<file path="config.mk">
export PLATFORM = sky130hd
export DESIGN_NAME = fault_alarm_annunciator
export DESIGN_NICKNAME = d
export VERILOG_FILES = /design/src/faa_pkg.sv /design/src/fault_alarm_annunciator.sv
export SDC_FILE = /design/constraint.sdc
export NUM_CORES = 1
export LEC_CHECK = 0
export CORE_ASPECT_RATIO = 2
export CORE_MARGIN = 3
export CORE_UTILIZATION = 60
export CTS_BUF_LIST = sky130_fd_sc_hd__clkbuf_4
export DETAILED_ROUTE_END_ITERATION = 10
export DONT_BUFFER_PORTS = 1
export GPL_ROUTABILITY_DRIVEN = 0
export PLACE_DENSITY = 0.87
export SYNTH_ARGS = -nofsm -noshare
export SYNTH_HDL_FRONTEND = slang
export SYNTH_SLANG_ARGS = --single-unit
export TNS_END_PERCENT = 50
</file>
<file path="constraint.sdc">
create_clock -name clk -period 18.24 [get_ports clk]
set_input_delay 2.736 -clock clk [delete_from_list [all_inputs] [get_ports clk]]
set_output_delay 2.736 -clock clk [all_outputs]
set_load 0.05 [all_outputs]
</file>
<file path="src/faa_pkg.sv">
// ----------------------------------------------------------------------------
// faa_pkg
// Shared types and constants for the fault alarm annunciator: opcodes,
// test command codes, register indexes, widths and register reset values.
// ----------------------------------------------------------------------------
package faa_pkg;

    localparam int TIME_BITS_DEF = 32;
    localparam int CNT_W         = 32;
    localparam int TICKS_W       = 16;
    localparam int CFG_DATA_W    = 16;
    localparam int CFG_IDX_W     = 2;

    typedef enum logic [2:0] {
        OP_TICK        = 3'd0,
        OP_FAULT_LATCH = 3'd1,
        OP_FAULT_CLEAR = 3'd2,
        OP_LED_TEST    = 3'd3,
        OP_BUZZ_TEST   = 3'd4
    } opcode_t;

    typedef enum logic [CFG_IDX_W-1:0] {
        CFG_BUZZER_ENABLED     = 2'd0,
        CFG_BUZZER_PULSE_TICKS = 2'd1,
        CFG_LED_TEST_TICKS     = 2'd2
    } cfg_index_t;

    localparam logic [1:0] CMD_CANCEL = 2'd0;
    localparam logic [1:0] CMD_START  = 2'd1;

    localparam logic               BUZZER_ENABLED_RST     = 1'b1;
    localparam logic [TICKS_W-1:0] BUZZER_PULSE_TICKS_RST = 16'd500;
    localparam logic [TICKS_W-1:0] LED_TEST_TICKS_RST     = 16'd1000;

endpackage

</file>
<file path="src/fault_alarm_annunciator.sv">
// ----------------------------------------------------------------------------
// fault_alarm_annunciator
// Fault LED and buzzer annunciator with manual LED and buzzer tests, driven
// by a stream of tick and event items; one status result per item.
// ----------------------------------------------------------------------------
//  channel | handshake          | payload
//  --------+--------------------+---------------------------------------------
//  in      | in_valid/in_stall  | opcode, fault_reason, test_command, test_safe
//  out     | out_valid/out_stall| led_on .. buzzer_test_running (11 fields)
//  cfg     | cfg_write          | cfg_index, cfg_data
//
//  One item per clock while out is not stalled; the input register takes
//  the item, then the state update lands in the result register.
//  The rate is set by the single state update between the two registers.
//  Reset puts all state and the valid bits of both registers at their reset values at once; register data is not reset.
//  A stall on out holds the result and backs up into the input register;
//  in_stall rises only when both registers are full.
// ----------------------------------------------------------------------------
module fault_alarm_annunciator #(
    parameter int TIME_BITS = faa_pkg::TIME_BITS_DEF
) (
    input  logic                            clk,
    input  logic                            rst_n,

    input  logic                            in_valid,
    output logic                            in_stall,
    input  logic [2:0]                      opcode,
    input  logic [1:0]                      fault_reason,
    input  logic [1:0]                      test_command,
    input  logic                            test_safe,

    output logic                            out_valid,
    input  logic                            out_stall,
    output logic                            led_on,
    output logic                            buzzer_on,
    output logic [1:0]                      alarm_reason,
    output logic                            fault_issued,
    output logic [faa_pkg::CNT_W-1:0]       pulse_total,
    output logic [faa_pkg::CNT_W-1:0]       clear_total,
    output logic [faa_pkg::CNT_W-1:0]       last_pulse_length,
    output logic [faa_pkg::CNT_W-1:0]       led_test_total,
    output logic [faa_pkg::CNT_W-1:0]       buzzer_test_total,
    output logic                            led_test_running,
    output logic                            buzzer_test_running,

    input  logic                            cfg_write,
    input  logic [faa_pkg::CFG_IDX_W-1:0]   cfg_index,
    input  logic [faa_pkg::CFG_DATA_W-1:0]  cfg_data
);

    localparam int CW = faa_pkg::CNT_W;
    localparam int TW = faa_pkg::TICKS_W;

    // configuration
    logic          buzzer_enabled_reg;
    logic [TW-1:0] buzzer_pulse_ticks_reg;
    logic [TW-1:0] led_test_ticks_reg;

    // input register
    logic       s1_valid_reg, s1_valid_next;
    logic [2:0] s1_opcode_reg;
    logic [1:0] s1_reason_reg;
    logic [1:0] s1_cmd_reg;
    logic       s1_safe_reg;
    logic       s1_adv;
    logic       s1_fire;
    logic       in_fire;

    // annunciator state
    logic [TIME_BITS-1:0] time_now_reg, time_now_next;
    logic                 led_level_reg, led_level_next;
    logic                 led_wanted_reg, led_wanted_next;
    logic                 led_apply_reg, led_apply_next;
    logic                 buzzer_level_reg, buzzer_level_next;
    logic                 buzzer_start_reg, buzzer_start_next;
    logic                 buzzer_stop_reg, buzzer_stop_next;
    logic [1:0]           reason_reg, reason_next;
    logic                 issued_reg, issued_next;
    logic                 pulse_running_reg, pulse_running_next;
    logic [TIME_BITS-1:0] pulse_start_reg, pulse_start_next;
    logic [CW-1:0]        last_length_reg, last_length_next;
    logic [CW-1:0]        pulse_cnt_reg, pulse_cnt_next;
    logic [CW-1:0]        clear_cnt_reg, clear_cnt_next;
    logic [1:0]           led_cmd_reg, led_cmd_next;
    logic                 led_test_reg, led_test_next;
    logic [TIME_BITS-1:0] led_test_start_reg, led_test_start_next;
    logic [CW-1:0]        led_test_mark_reg, led_test_mark_next;
    logic [CW-1:0]        led_test_cnt_reg, led_test_cnt_next;
    logic [1:0]           buzz_cmd_reg, buzz_cmd_next;
    logic                 buzz_test_reg, buzz_test_next;
    logic [TIME_BITS-1:0] buzz_test_start_reg, buzz_test_start_next;
    logic [CW-1:0]        buzz_test_cnt_reg, buzz_test_cnt_next;

    // result register
    logic out_valid_reg, out_valid_next;

    // ------------------------------------------------------------------
    // handshake
    // ------------------------------------------------------------------
    assign s1_adv   = !out_valid_reg || !out_stall;
    assign s1_fire  = s1_valid_reg && s1_adv;
    assign in_stall = s1_valid_reg && !s1_adv;
    assign in_fire  = in_valid && !in_stall;

    always_comb
    begin
        s1_valid_next = s1_valid_reg;
        if (!in_stall)
        begin
            s1_valid_next = in_valid;
        end
        out_valid_next = out_valid_reg;
        if (s1_adv)
        begin
            out_valid_next = s1_valid_reg;
        end
    end

    // ------------------------------------------------------------------
    // configuration port
    // ------------------------------------------------------------------
    always_ff @(posedge clk or negedge rst_n)
    begin
        if (!rst_n)
        begin
            buzzer_enabled_reg     <= faa_pkg::BUZZER_ENABLED_RST;
            buzzer_pulse_ticks_reg <= faa_pkg::BUZZER_PULSE_TICKS_RST;
            led_test_ticks_reg     <= faa_pkg::LED_TEST_TICKS_RST;
        end
        else if (cfg_write)
        begin
            unique case (faa_pkg::cfg_index_t'(cfg_index))
                faa_pkg::CFG_BUZZER_ENABLED:     buzzer_enabled_reg     <= cfg_data[0];
                faa_pkg::CFG_BUZZER_PULSE_TICKS: buzzer_pulse_ticks_reg <= cfg_data[TW-1:0];
                faa_pkg::CFG_LED_TEST_TICKS:     led_test_ticks_reg     <= cfg_data[TW-1:0];
                default: ;
            endcase
        end
    end

    // ------------------------------------------------------------------
    // state update for the item in the input register; services run in
    // the fixed order of a tick, each seeing what the previous one left
    // ------------------------------------------------------------------
    always_comb
    begin
        logic [TIME_BITS-1:0] el;
        logic [TIME_BITS-1:0] pulse_ticks;
        logic [TIME_BITS-1:0] led_ticks;

        pulse_ticks = TIME_BITS'(buzzer_pulse_ticks_reg);
        led_ticks   = TIME_BITS'(led_test_ticks_reg);
        el          = '0;

        time_now_next        = time_now_reg;
        led_level_next       = led_level_reg;
        led_wanted_next      = led_wanted_reg;
        led_apply_next       = led_apply_reg;
        buzzer_level_next    = buzzer_level_reg;
        buzzer_start_next    = buzzer_start_reg;
        buzzer_stop_next     = buzzer_stop_reg;
        reason_next          = reason_reg;
        issued_next          = issued_reg;
        pulse_running_next   = pulse_running_reg;
        pulse_start_next     = pulse_start_reg;
        last_length_next     = last_length_reg;
        pulse_cnt_next       = pulse_cnt_reg;
        clear_cnt_next       = clear_cnt_reg;
        led_cmd_next         = led_cmd_reg;
        led_test_next        = led_test_reg;
        led_test_start_next  = led_test_start_reg;
        led_test_mark_next   = led_test_mark_reg;
        led_test_cnt_next    = led_test_cnt_reg;
        buzz_cmd_next        = buzz_cmd_reg;
        buzz_test_next       = buzz_test_reg;
        buzz_test_start_next = buzz_test_start_reg;
        buzz_test_cnt_next   = buzz_test_cnt_reg;

        unique case (faa_pkg::opcode_t'(s1_opcode_reg))
            faa_pkg::OP_TICK:
            begin
                time_now_next = time_now_reg + TIME_BITS'(1);

                // buzzer test loses its grant: stop at this tick
                if (buzz_test_next && (issued_next || !s1_safe_reg))
                begin
                    buzzer_stop_next = 1'b1;
                    buzz_cmd_next    = faa_pkg::CMD_CANCEL;
                end

                if (led_apply_next)
                begin
                    led_level_next = led_wanted_next;
                    led_apply_next = 1'b0;
                end

                // LED test
                if (led_test_next)
                begin
                    el = time_now_next - led_test_start_next;
                    if (led_cmd_next != faa_pkg::CMD_START ||
                        pulse_cnt_next != led_test_mark_next ||
                        issued_next || !s1_safe_reg || el >= led_ticks)
                    begin
                        led_test_next       = 1'b0;
                        led_test_start_next = '0;
                        led_cmd_next        = faa_pkg::CMD_CANCEL;
                        if (!issued_next)
                        begin
                            led_level_next = 1'b0;
                        end
                    end
                end
                else if (led_cmd_next != faa_pkg::CMD_CANCEL)
                begin
                    if (led_cmd_next != faa_pkg::CMD_START || issued_next || !s1_safe_reg)
                    begin
                        led_cmd_next = faa_pkg::CMD_CANCEL;
                    end
                    else
                    begin
                        led_level_next      = 1'b1;
                        led_test_next       = 1'b1;
                        led_test_start_next = time_now_next;
                        led_test_mark_next  = pulse_cnt_next;
                        led_test_cnt_next   = led_test_cnt_next + CW'(1);
                    end
                end

                // buzzer stop
                if (buzzer_stop_next)
                begin
                    buzzer_stop_next  = 1'b0;
                    buzzer_level_next = 1'b0;
                    if (pulse_running_next)
                    begin
                        el               = time_now_next - pulse_start_next;
                        last_length_next = CW'(el);
                    end
                    pulse_running_next = 1'b0;
                    if (buzz_test_next)
                    begin
                        buzz_test_next = 1'b0;
                        buzz_cmd_next  = faa_pkg::CMD_CANCEL;
                    end
                end

                // buzzer start on a new fault
                if (buzzer_start_next)
                begin
                    buzzer_start_next = 1'b0;
                    if (issued_next && buzzer_enabled_reg)
                    begin
                        buzzer_level_next  = 1'b1;
                        pulse_start_next   = time_now_next;
                        last_length_next   = '0;
                        pulse_running_next = 1'b1;
                    end
                end

                // fault pulse timeout
                if (pulse_running_next)
                begin
                    el = time_now_next - pulse_start_next;
                    if (el >= pulse_ticks)
                    begin
                        buzzer_level_next  = 1'b0;
                        last_length_next   = CW'(el);
                        pulse_running_next = 1'b0;
                    end
                end

                // buzzer test
                if (buzz_test_next)
                begin
                    el = time_now_next - buzz_test_start_next;
                    if (!s1_safe_reg || issued_next || el >= pulse_ticks)
                    begin
                        buzzer_level_next = 1'b0;
                        buzz_test_next    = 1'b0;
                        buzz_cmd_next     = faa_pkg::CMD_CANCEL;
                    end
                end
                else if (buzz_cmd_next != faa_pkg::CMD_CANCEL)
                begin
                    if (buzz_cmd_next != faa_pkg::CMD_START || !s1_safe_reg ||
                        issued_next || buzzer_level_next ||
                        buzzer_start_next || buzzer_stop_next)
                    begin
                        buzz_cmd_next = faa_pkg::CMD_CANCEL;
                    end
                    else
                    begin
                        buzzer_level_next    = 1'b1;
                        buzz_test_next       = 1'b1;
                        buzz_test_start_next = time_now_next;
                        buzz_test_cnt_next   = buzz_test_cnt_next + CW'(1);
                    end
                end
            end

            faa_pkg::OP_FAULT_LATCH:
            begin
                if (s1_reason_reg != 2'd0)
                begin
                    if (issued_reg)
                    begin
                        reason_next = reason_reg | s1_reason_reg;
                    end
                    else
                    begin
                        reason_next       = s1_reason_reg;
                        issued_next       = 1'b1;
                        led_wanted_next   = 1'b1;
                        led_apply_next    = 1'b1;
                        buzzer_start_next = 1'b1;
                        last_length_next  = '0;
                        pulse_cnt_next    = pulse_cnt_reg + CW'(1);
                    end
                end
            end

            faa_pkg::OP_FAULT_CLEAR:
            begin
                led_wanted_next   = 1'b0;
                led_apply_next    = 1'b1;
                buzzer_start_next = 1'b0;
                buzzer_stop_next  = 1'b1;
                reason_next       = 2'd0;
                issued_next       = 1'b0;
                clear_cnt_next    = clear_cnt_reg + CW'(1);
            end

            faa_pkg::OP_LED_TEST:  led_cmd_next  = s1_cmd_reg;
            faa_pkg::OP_BUZZ_TEST: buzz_cmd_next = s1_cmd_reg;

            default: ;
        endcase
    end

    // ------------------------------------------------------------------
    // registers
    // ------------------------------------------------------------------
    always_ff @(posedge clk or negedge rst_n)
    begin
        if (!rst_n)
        begin
            s1_valid_reg  <= 1'b0;
            out_valid_reg <= 1'b0;
        end
        else
        begin
            s1_valid_reg  <= s1_valid_next;
            out_valid_reg <= out_valid_next;
        end
    end

    always_ff @(posedge clk)
    begin
        if (in_fire)
        begin
            s1_opcode_reg <= opcode;
            s1_reason_reg <= fault_reason;
            s1_cmd_reg    <= test_command;
            s1_safe_reg   <= test_safe;
        end
    end

    always_ff @(posedge clk or negedge rst_n)
    begin
        if (!rst_n)
        begin
            time_now_reg        <= '0;
            led_level_reg       <= 1'b0;
            led_wanted_reg      <= 1'b0;
            led_apply_reg       <= 1'b1;
            buzzer_level_reg    <= 1'b0;
            buzzer_start_reg    <= 1'b0;
            buzzer_stop_reg     <= 1'b1;
            reason_reg          <= 2'd0;
            issued_reg          <= 1'b0;
            pulse_running_reg   <= 1'b0;
            pulse_start_reg     <= '0;
            last_length_reg     <= '0;
            pulse_cnt_reg       <= '0;
            clear_cnt_reg       <= '0;
            led_cmd_reg         <= faa_pkg::CMD_CANCEL;
            led_test_reg        <= 1'b0;
            led_test_start_reg  <= '0;
            led_test_mark_reg   <= '0;
            led_test_cnt_reg    <= '0;
            buzz_cmd_reg        <= faa_pkg::CMD_CANCEL;
            buzz_test_reg       <= 1'b0;
            buzz_test_start_reg <= '0;
            buzz_test_cnt_reg   <= '0;
        end
        else if (s1_fire)
        begin
            time_now_reg        <= time_now_next;
            led_level_reg       <= led_level_next;
            led_wanted_reg      <= led_wanted_next;
            led_apply_reg       <= led_apply_next;
            buzzer_level_reg    <= buzzer_level_next;
            buzzer_start_reg    <= buzzer_start_next;
            buzzer_stop_reg     <= buzzer_stop_next;
            reason_reg          <= reason_next;
            issued_reg          <= issued_next;
            pulse_running_reg   <= pulse_running_next;
            pulse_start_reg     <= pulse_start_next;
            last_length_reg     <= last_length_next;
            pulse_cnt_reg       <= pulse_cnt_next;
            clear_cnt_reg       <= clear_cnt_next;
            led_cmd_reg         <= led_cmd_next;
            led_test_reg        <= led_test_next;
            led_test_start_reg  <= led_test_start_next;
            led_test_mark_reg   <= led_test_mark_next;
            led_test_cnt_reg    <= led_test_cnt_next;
            buzz_cmd_reg        <= buzz_cmd_next;
            buzz_test_reg       <= buzz_test_next;
            buzz_test_start_reg <= buzz_test_start_next;
            buzz_test_cnt_reg   <= buzz_test_cnt_next;
        end
    end

    // result register: status after the item
    always_ff @(posedge clk)
    begin
        if (s1_fire)
        begin
            led_on              <= led_level_next;
            buzzer_on           <= buzzer_level_next;
            alarm_reason        <= reason_next;
            fault_issued        <= issued_next;
            pulse_total         <= pulse_cnt_next;
            clear_total         <= clear_cnt_next;
            last_pulse_length   <= last_length_next;
            led_test_total      <= led_test_cnt_next;
            buzzer_test_total   <= buzz_test_cnt_next;
            led_test_running    <= led_test_next;
            buzzer_test_running <= buzz_test_next;
        end
    end

    assign out_valid = out_valid_reg;

    // ------------------------------------------------------------------
    // assertions
    // ------------------------------------------------------------------
    a_issued_has_reason: assert property (@(posedge clk) disable iff (!rst_n)
        issued_reg == (reason_reg != 2'd0))
        else $error("latched fault and reason bits disagree");

    a_state_holds_idle: assert property (@(posedge clk) disable iff (!rst_n)
        !s1_fire |=> $stable(time_now_reg) && $stable(pulse_cnt_reg) &&
                     $stable(clear_cnt_reg))
        else $error("state changed with no item processed");

    a_result_follows: assert property (@(posedge clk) disable iff (!rst_n)
        s1_fire |=> out_valid_reg)
        else $error("processed item gave no result");

    a_stall_only_full: assert property (@(posedge clk) disable iff (!rst_n)
        in_stall |-> s1_valid_reg && out_valid_reg)
        else $error("input stalled with a free register");

endmodule
</file>
Word level (Yosys, flattened, before mapping)
Cells that the tools add are included.
{ "totals": {"mem_count": 0, "latchBits": 0, "ram_bits": 0, "rom_bits": 0, "ff_bits": 546} }
{ "op_classes": {"n_bitwise": 5, "n_shift": 0, "multipliers": 0, "div_mod_pow": 0, "reduce_logical": 47, "add_sub_neg": 9, "magnitude_cmp": 3, "n_eq_ne": 16, "n_mux": 92} }
{ "ops": {"columns": ["op", "count"], "rows": [
  ["$mux 32", 27],
  ["$add 32x1->32 const B", 5],
  ["$sub 32x32->32", 4],
  ["$ge 32x16->1", 3],
  ["$pmux 32 s2", 1],
  ["$mux 1", 42],
  ["$ne 32x32->1", 1],
  ["$mux 2", 14],
  ["$reduce_and 5->1", 4],
  ["$reduce_bool 2->1", 8],
  ["$logic_or 1x1->1", 14],
  ["$pmux 2 s2", 3],
  ["$reduce_and 2->1", 6],
  ["$ne 3x3->1 const B", 3],
  ["$reduce_and 4->1", 2],
  ["$eq 3x2->1 const B", 2],
  ["$ne 2x1->1 const B", 3],
  ["$ne 2x2->1 const B", 3],
  ["$pmux 1 s2", 3],
  ["$pmux 1 s3", 2],
  ["$logic_and 1x1->1", 5],
  ["$logic_not 1->1", 5],
  ["$not 1->1", 4],
  ["$eq 3x1->1 const B", 1],
  ["7 further kinds", 7]
]} }

Logic depth before layout (Yosys ltp)
Gate-level depths: netlist of the first run.
{ "depth": {"word_depth": 18, "ltp_mapped": 37, "ltp_nobuf": 29} }

Least setup slack after synthesis of the first run
Ideal clock, no wire load.
{ "synth_path": {"kind": "input-to-reg", "startpoint": "input port out_stall", "endpoint": "register pulse_cnt_reg[12]", "cell_stages": 7, "t_arrival_ns": 8.602, "setup_slack_ns": 9.501, "required_ns": 18.102, "path_cell_list": "nand2_1 > nand2_1 > inv_1 > clkbuf_1 > buf_1 > nand2_1 > xnor2_1"} }
{ "synth_between": {"elab_chain_len": 3} }
{ "synth_lines": {"columns": ["item", "line_no", "rtl"], "rows": [
  ["start, declared", "fault_alarm_annunciator.sv:33", "input logic out_stall,"],
  ["$logic_not 1->1", "fault_alarm_annunciator.sv:100", "assign s1_adv = !out_valid_reg || !out_stall;"],
  ["$logic_or 1x1->1", "fault_alarm_annunciator.sv:100", null],
  ["$logic_and 1x1->1", "fault_alarm_annunciator.sv:101", "assign s1_fire = s1_valid_reg && s1_adv;"],
  ["named net s1_fire", "fault_alarm_annunciator.sv:66", "logic s1_fire;"],
  ["end signal, assigned", "fault_alarm_annunciator.sv:411", "pulse_cnt_reg <= pulse_cnt_next;"],
  ["end, declared", "fault_alarm_annunciator.sv:82", "logic [CW-1:0] pulse_cnt_reg, pulse_cnt_next;"]
]} }
The timed path passes the listed nets, and every way through them passes these cells.
A chain may end at the register's enable or synchronous reset.

Worst setup path in the final report of the first run
{ "layout_path": {"startpoint": "register issued_reg", "endpoint": "register last_pulse_length[7] (netlist bit) (data pin)"} }
{ "layout_between": {"elab_chain_len": 10, "elab_cells_between_ends": 22, "cone_classes": "add/sub (1); order compare (1); mux (17); reduce/logical (3)"} }
{ "layout_lines": {"columns": ["item", "line_no", "rtl"], "rows": [
  ["start, declared", "fault_alarm_annunciator.sv:78", "logic issued_reg, issued_next;"],
  ["start signal, assigned", "fault_alarm_annunciator.sv:407", "issued_reg <= issued_next;"],
  ["parallel branches: the longest is 9 deep, another holds $sub 32x32->32", null, null],
  ["$pmux 32 s2 (*)", "fault_alarm_annunciator.sv:179", "unique case (faa_pkg::opcode_t'(s1_opcode_reg))"],
  ["named net last_length_next[7]", "fault_alarm_annunciator.sv:81", "logic [CW-1:0] last_length_reg, last_length_next;"],
  ["end signal, assigned", "fault_alarm_annunciator.sv:436", "last_pulse_length <= last_length_next;"],
  ["end, declared", "fault_alarm_annunciator.sv:40", "output logic [faa_pkg::CNT_W-1:0] last_pulse_length,"]
]} }
Mark *: on every way through the listed nets, which the timed path passes. The select of a mux whose other input is x is not followed.

==> results of run 1 <==
[worst register-to-register path: stages (launching register included)]
cell	delay, ns
dfrtp_1	0.52
nand3_2	0.44
o21ai_0	0.38
ha_1	0.22
inv_1	0.07
fa_1	0.49
a211oi_1	0.27
nor2_1	0.11
o41a_1	0.33
a21oi_1	0.23
o32ai_2	0.17
a32oi_1	0.31
xnor2_1	0.20
ha_1	0.29
a211oi_1	0.25
nand2_1	0.10
o31ai_1	0.32
nand3_1	0.11
nor4_1	0.30
o2111ai_1	0.24
nor3_2	0.27
a21o_2	0.25
buf_4	0.54
mux2_1	0.44
a22o_1	0.19
[per-layer routing]
| layer | vias to the layer above | wire length, µm | part of all wire | track usage |
|---|---|---|---|---|
| li1 | 12726 | - | - | - |
| met1 | 13276 | 31400 | 0.32 | 0.315 |
| met2 | 1448 | 48500 | 0.50 | 0.566 |
| met3 | 535 | 7610 | 0.078 | 0.0751 |
| met4 | 0 | 9810 | 0.10 | 0.279 |
| met5 | - | 0 | 0 | 0 |
[worst min-delay path by stage]
stage	startpoint	endpoint	slack [ns]
after floorplan	led_wanted_reg	led_wanted_reg	0.44
after global placement	reason_reg[1]	reason_reg[1]	0.46
after detailed placement	reason_reg[0]	reason_reg[0]	0.47
after CTS	led_wanted_reg	led_wanted_reg	0.49
after global routing	led_test_start_reg[17]	led_test_start_reg[17]	0.51
final	led_test_start_reg[20]	led_test_start_reg[20]	0.49
[cells by family (layout without fill, tap and decap cells)]
family / Yosys count / count (layout) / share of synthesized area
multiplexers: 75 / 75 / 0.0240
buffers and inverters: 370 / 450 / 0.0436
flip-flops: 546 / 546 / 0.428
other: 0 / 10 / 0
XOR/XNOR: 458 / 458 / 0.126
AO/OA/AOI/OAI: 731 / 731 / 0.141
AND/OR/NAND/NOR: 1269 / 1269 / 0.177
adder cells (fa/ha/maj): 168 / 168 / 0.0607
[through the flow]
stage	util	std cells	setup WS [ns]	hold slack, ns
global placement	0.619	4223	11.32	0.464
detailed placement	0.619	4223	11.13	0.468
finish	0.648	4451	10.91	0.489
global route	0.648	4446	10.43	0.505
floorplan	-	3617	9.50	0.444
CTS	0.648	4440	11.03	0.489
[final cells by class]
cell class                 count  area [µm²]  area share
antenna                       10        25.0    0.000693
inverter                     192         728      0.0202
clock buffer                 164        1230      0.0341
multi-input combinational   2701       18000       0.498
tap                          744         931      0.0258
clock inverter                53         365      0.0101
sequential                   546       14600       0.403
timing repair buffer          41         305     0.00845
[cell usage in the layout, fill, tap and decap left out, types with 30 or more instances in the layout]
| master | count |
|---|---|
| a21o_1 | 31 |
| a21oi_1 | 196 |
| and2_1 | 30 |
| and3_1 | 71 |
| buf_4 | 40 |
| clkbuf_4 | 164 |
| clkinv_1 | 38 |
| dfrtp_1 | 356 |
| edfxtp_1 | 175 |
| ha_1 | 135 |
| inv_1 | 188 |
| mux2_2 | 49 |
| nand2_1 | 468 |
| nand3_1 | 115 |
| nand4_1 | 53 |
| nor2_1 | 293 |
| nor2b_1 | 32 |
| nor3_1 | 52 |
| o21ai_0 | 156 |
| o21ai_1 | 57 |
| xnor2_1 | 262 |
| xor2_1 | 175 |
[where the power goes]
group	leakage (µW)	switching [µW]	internal, µW
sequential	0.00662	184	1380
combinational	0.00858	567	399
clock	0.000928	505	491
==> results.md, run 1 <==
- Post-CTS setup buffer count: 0
- Hpwl dp: between 60 and 70 mm
- Library cells used by synthesis: ~110
- Vias in the first global route: 28298
- Die Height: 343 µm
- Slowest stage cell, crit path: buf_4
- DR vias: 27985
- Clock transition at the registers of the reported paths: 0.07 ns
- Share of the synthesized area in the top cell type: 0.262
- Wire length of the first global-routing pass: around 150 mm
- PostCTS Resize Cnt: 0
- Worst setup endpoint: last_pulse_length[7]
- Hold_buf cts: 0
- Post-synth EDFFs: 175
- Min cycle time layout: between 7 and 8 ns
- Antenna Nets Post-Route: 0
- RSZ-0062 raised after global routing: no
- Overall power: approximately 3500 µW
- GR Util All Layers: 0.322
- Average size of a mapped cell: 9.40 µm²
- Synth area leaders: dfrtp_1, edfxtp_1, xnor2_1
- Cells after Synth: 3617
- I/O pin total: 200
- Final Hold Viols: 0
- H-Tree Depth: 3
- Worst-Skew Late Latency: around 0.96 ns
- Biggest area consumer among synthesized cells: dfrtp_1
- CTS sink cnt: 546
- Total negative slack: 0 ns
- Num rows: around 120
- Status: finished, final reports clean
- Initial antenna violation count: 6
- Largest net degree at the start of global routing: approximately 370
- Post-route cell area: ~36000 µm²
- Slew Limit Fails: 0
- Post-synthesis sequential area ratio: 0.428
- Total CTS buffers: between 100 and 150
- Ys flop type: dfrtp_1
- Initial core utilization: 0.610
- Grt total ovfl: 0
- Reg-to-reg endpoint: last_pulse_length[7]
- CP Class: reg -> reg
- Crit. End Element: register
- Syn Nets: 3787
- WL/cell: between 20 and 25 µm
- Via/cell ratio: 6.29
- WL final: 97.4 mm
- Pleak: ~0.016 µW
- Filler Cell Count: 4286
- Core box area: 55700 µm²
- WP data arrival: 7.96 ns
- Maxcap violations: 0
- Total die area: 59700 µm²
- CTS max path bufs: 3
- Pwr Density: 97.5 nW/µm²
- Crit path cell chain: nand3_2 -> o21ai_0 -> ha_1 -> inv_1 -> fa_1 -> a211oi_1 -> nor2_1 -> o41a_1 -> a21oi_1 -> o32ai_2 -> a32oi_1 -> xnor2_1 -> ha_1 -> a211oi_1 -> nand2_1 -> o31ai_1 -> nand3_1 -> nor4_1 -> o2111ai_1 -> nor3_2 -> a21o_2 -> buf_4 -> mux2_1 -> a22o_1
- Peak fanout along the critical path: 37
- Slew @ Worst Pin: between 1 and 1.5 ns
- Count leader, synth: nand2_1
- WP buf/inv: 2
- CTS tree: done
- Fin crit share: 0.402
- R2R cell count: 24
- Share of cells above drive strength 1: 0.0985
- Layout area overhead: 6.29%
- Worst Hold Class: reg -> reg
- Ys async rst share: 0.679
- Synthesized flop and latch total: roughly 550
- FF-to-FF Start: issued_reg
- CP delay by family, top: compound AO/OA/AOI/OAI gates
- Setup Skew: 0.0943 ns
- R2R Setup Slk: 10.91 ns
- Nets@finish: about 3800
- Die W: 174 µm
- Worst setup startpoint: issued_reg
- Drt initial violations: 2452
- Slew margin rel.: 0.0199
- Buffers on Ports: 0
- Max Fclk: 0.136 GHz
- Cell Area, Synth: 34000 µm²
- Clock root buffer master: clkbuf_4
- Placed inst area: approximately 34000 µm²
- YS warnings: 0
- Worst VDD drop: 0.0813 mV
- Required time worst endpoint: 18.87 ns
- Setup crit start kind: register
- Crit-path max cell delay: 0.54 ns
- DRC Markers: 0
- Post-synth top cells: nand2_1, dfrtp_1, nor2_1
- Hold path depth: 2
- Setup violations, final: 0
- Router iterations before antenna repair: 8
- CP Depth: 24
Power figures use the tool's default switching activity.
==> run 2: changes to the inputs <==
==> constraint.sdc (replaced) <==
create_clock -name clk -period 7.5 [get_ports clk]
set_input_delay 1.125 -clock clk [delete_from_list [all_inputs] [get_ports clk]]
set_output_delay 1.125 -clock clk [all_outputs]
set_load 0.05 [all_outputs]
==> results.md, run 2 (synthesized netlist as in run 1, its figures left out) <==
- Grt total ovfl: 0 (unchanged)
- Crit-path max cell delay: 0.63 ns (+0.09 ns)
- Fin crit share: 0.949 (+0.547)
- Hpwl dp: 69.8 mm (+1.7%)
- CTS sink cnt: 546 (unchanged)
- Nets@finish: 3794 (+0.58%)
- Setup crit start kind: register
- Crit. End Element: register
- Placed inst area: 34700 µm² (+0.52%)
- WP buf/inv: 2 (unchanged)
- Clock root buffer master: clkbuf_4
- Wire length of the first global-routing pass: 153 mm (+1.3%)
- Reg-to-reg endpoint: buzzer_test_running
- Worst-Skew Late Latency: 0.96 ns (about the same)
- Worst VDD drop: 0.174 mV (+110%)
- Layout area overhead: 6.88%
- FF-to-FF Start: time_now_reg[0]
- WP data arrival: 7.88 ns (-0.08 ns)
- WL final: 99.2 mm (+1.9%)
- M1 GR Usage: 0.321 (+0.00630)
- Slew margin rel.: 0.103 (+0.0831)
- GR Util met2: 0.570 (+0.00417)
- GR Util All Layers: 0.327 (+0.00532)
- Post-CTS setup buffer count: 0 (unchanged)
- Vias in the first global route: 28336 (+0.13%)
- Share of cells above drive strength 1: 0.105 (+0.00642)
- Hold WS: 0.0498 ns (-0.439 ns)
- I/O pin total: 200 (unchanged)
- GR peak layer: met2
- Die Height: 343 µm (unchanged)
- Min cycle time layout: 7.11 ns (-0.214 ns)
- Initial antenna violation count: 10 (+4)
- Placed cell count: 4243 (+0.47%)
- Peak fanout along the critical path: 5 (-86%)
- Buffers on Ports: 0 (unchanged)
- Via/cell ratio: 6.27 (-0.27%)
- CP delay by family, top: compound AO/OA/AOI/OAI gates
- Setup violations, final: 0 (unchanged)
- Largest net degree at the start of global routing: 372 (unchanged)
- Non-Filler Instances: 4478 (+0.61%)
- Total die area: 59700 µm² (unchanged)
- Status: finished, final reports clean
- Slew Limit Fails: 0 (unchanged)
- R2R Setup Slk: 0.39 ns (-10.53 ns)
- H-Tree Depth: 3 (unchanged)
- Commonest cells after routing, fill and taps aside: nand2_1, dfrtp_1, nor2_1, xnor2_1, a21oi_1
- Final Hold Viols: 0 (unchanged)
- Worst Hold Class: in -> async
- WL/cell: 22.2 µm (+1.3%)
- CP Class: reg -> reg
- RSZ-0062 raised after global routing: no
- Required time worst endpoint: 8.27 ns (-10.60 ns)
- Setup Skew: 0.0743 ns (-0.0200 ns)
- M3 GR Usage: 0.0828 (+0.00775)
- CTS tree: done
- Pwr Density: 236 nW/µm² (+140%)
- Total negative slack: 0 ns (unchanged)
- Die W: 174 µm (unchanged)
- Most common cell after layout, fill and taps aside: nand2_1
- Antenna Nets Post-Route: 0 (unchanged)
- R2R cell count: 26 (+8.3%)
- Clock transition at the registers of the reported paths: 0.08 ns (about the same)
- Total CTS buffers: 119 (-0.83%)
- Num rows: 122 (unchanged)
- Core box area: 55700 µm² (unchanged)
- Max Fclk: 0.141 GHz (+3.0%)
- CTS max path bufs: 3 (unchanged)
- Maxcap violations: 0 (unchanged)
- Router iterations before antenna repair: 6 (-2)
- DRC Markers: 0 (unchanged)
- Slew @ Worst Pin: 1.35 ns (-0.125 ns)
- Initial core utilization: 0.610 (unchanged)
- Overall power: 8560 µW (+140%)
- Pleak: 0.0163 µW (+0.78%)
- Drt initial violations: 2410 (-1.7%)
- Slowest stage cell, crit path: o221ai_1
- Post-route cell area: 36300 µm² (+0.55%)
- DR vias: 28080 (+0.34%)
run 2: power by group:
| part | switching (µW) | leakage, µW | internal, µW | total, µW |
|---|---|---|---|---|
| logic | 1440 | 0.00871 | 986 | 2430 |
| clock network | 1250 | 0.000924 | 1100 | 2350 |
| registers | 442 | 0.00662 | 3350 | 3790 |
| total | 3130 | 0.0163 | 5440 | 8560 |
run 2: worst max path at each step:
stage / startpoint / to / depth (start not counted)
after detailed placement: issued_reg / buzzer_test_total[11] / 24
after global routing: time_now_reg[2] / buzzer_test_running / 27
after floorplan: out_stall / pulse_cnt_reg[12] / 7
after CTS: issued_reg / buzzer_test_total[11] / 24
after global placement: time_now_reg[0] / led_test_start_reg[2] / 24
final: time_now_reg[0] / buzzer_test_running / 26
run 2: layer usage:
metal / routed length, µm / up-vias
met2: 49400 / 1456
li1: - / 12772
met1: 31500 / 13271
met5: 42 / -
met4: 10500 / 6
met3: 7820 / 575
run 2: layout make-up:
class / count / area (µm²)
clock buffer: 165 / 1240
multi-input combinational: 2701 / 18000
antenna: 6 / 15.0
tap: 744 / 931
fill: 4272 / 19400
timing repair buffer: 64 / 551
clock inverter: 60 / 317
inverter: 192 / 728
sequential: 546 / 14600
run 2: metrics by stage:
stage | utilization | setup slack, ns
2_1_floorplan | - | 0.372
3_3_place_gp | 0.622 | 0.853
3_5_place_dp | 0.622 | 0.669
4_1_cts | 0.650 | 0.660
5_1_grt | 0.652 | 0.0256
6_report | 0.652 | 0.386
run 2: worst reg2reg max path, stage by stage, from the launching register on:
cell	delay, ns
dfrtp_1	0.46
ha_1	0.27
nand3_1	0.14
xor2_1	0.47
inv_1	0.30
ha_1	0.44
o21ai_0	0.14
o21ai_0	0.26
a211oi_1	0.14
o221ai_1	0.63
a221oi_1	0.18
nor2_1	0.28
a22o_1	0.24
xor2_1	0.17
ha_1	0.27
nor2b_1	0.15
o21ai_1	0.28
and3_1	0.21
nand4_1	0.12
a211oi_1	0.23
nand4_1	0.14
a2111oi_0	0.37
nand3_1	0.18
nor4_1	0.41
buf_4	0.23
nor2_1	0.08
o21ai_0	0.18
run 2: timing repair:
action	CTS	global route
setup endpoints to repair	0	4
resized for setup	0	1
hold endpoints to repair	356	165
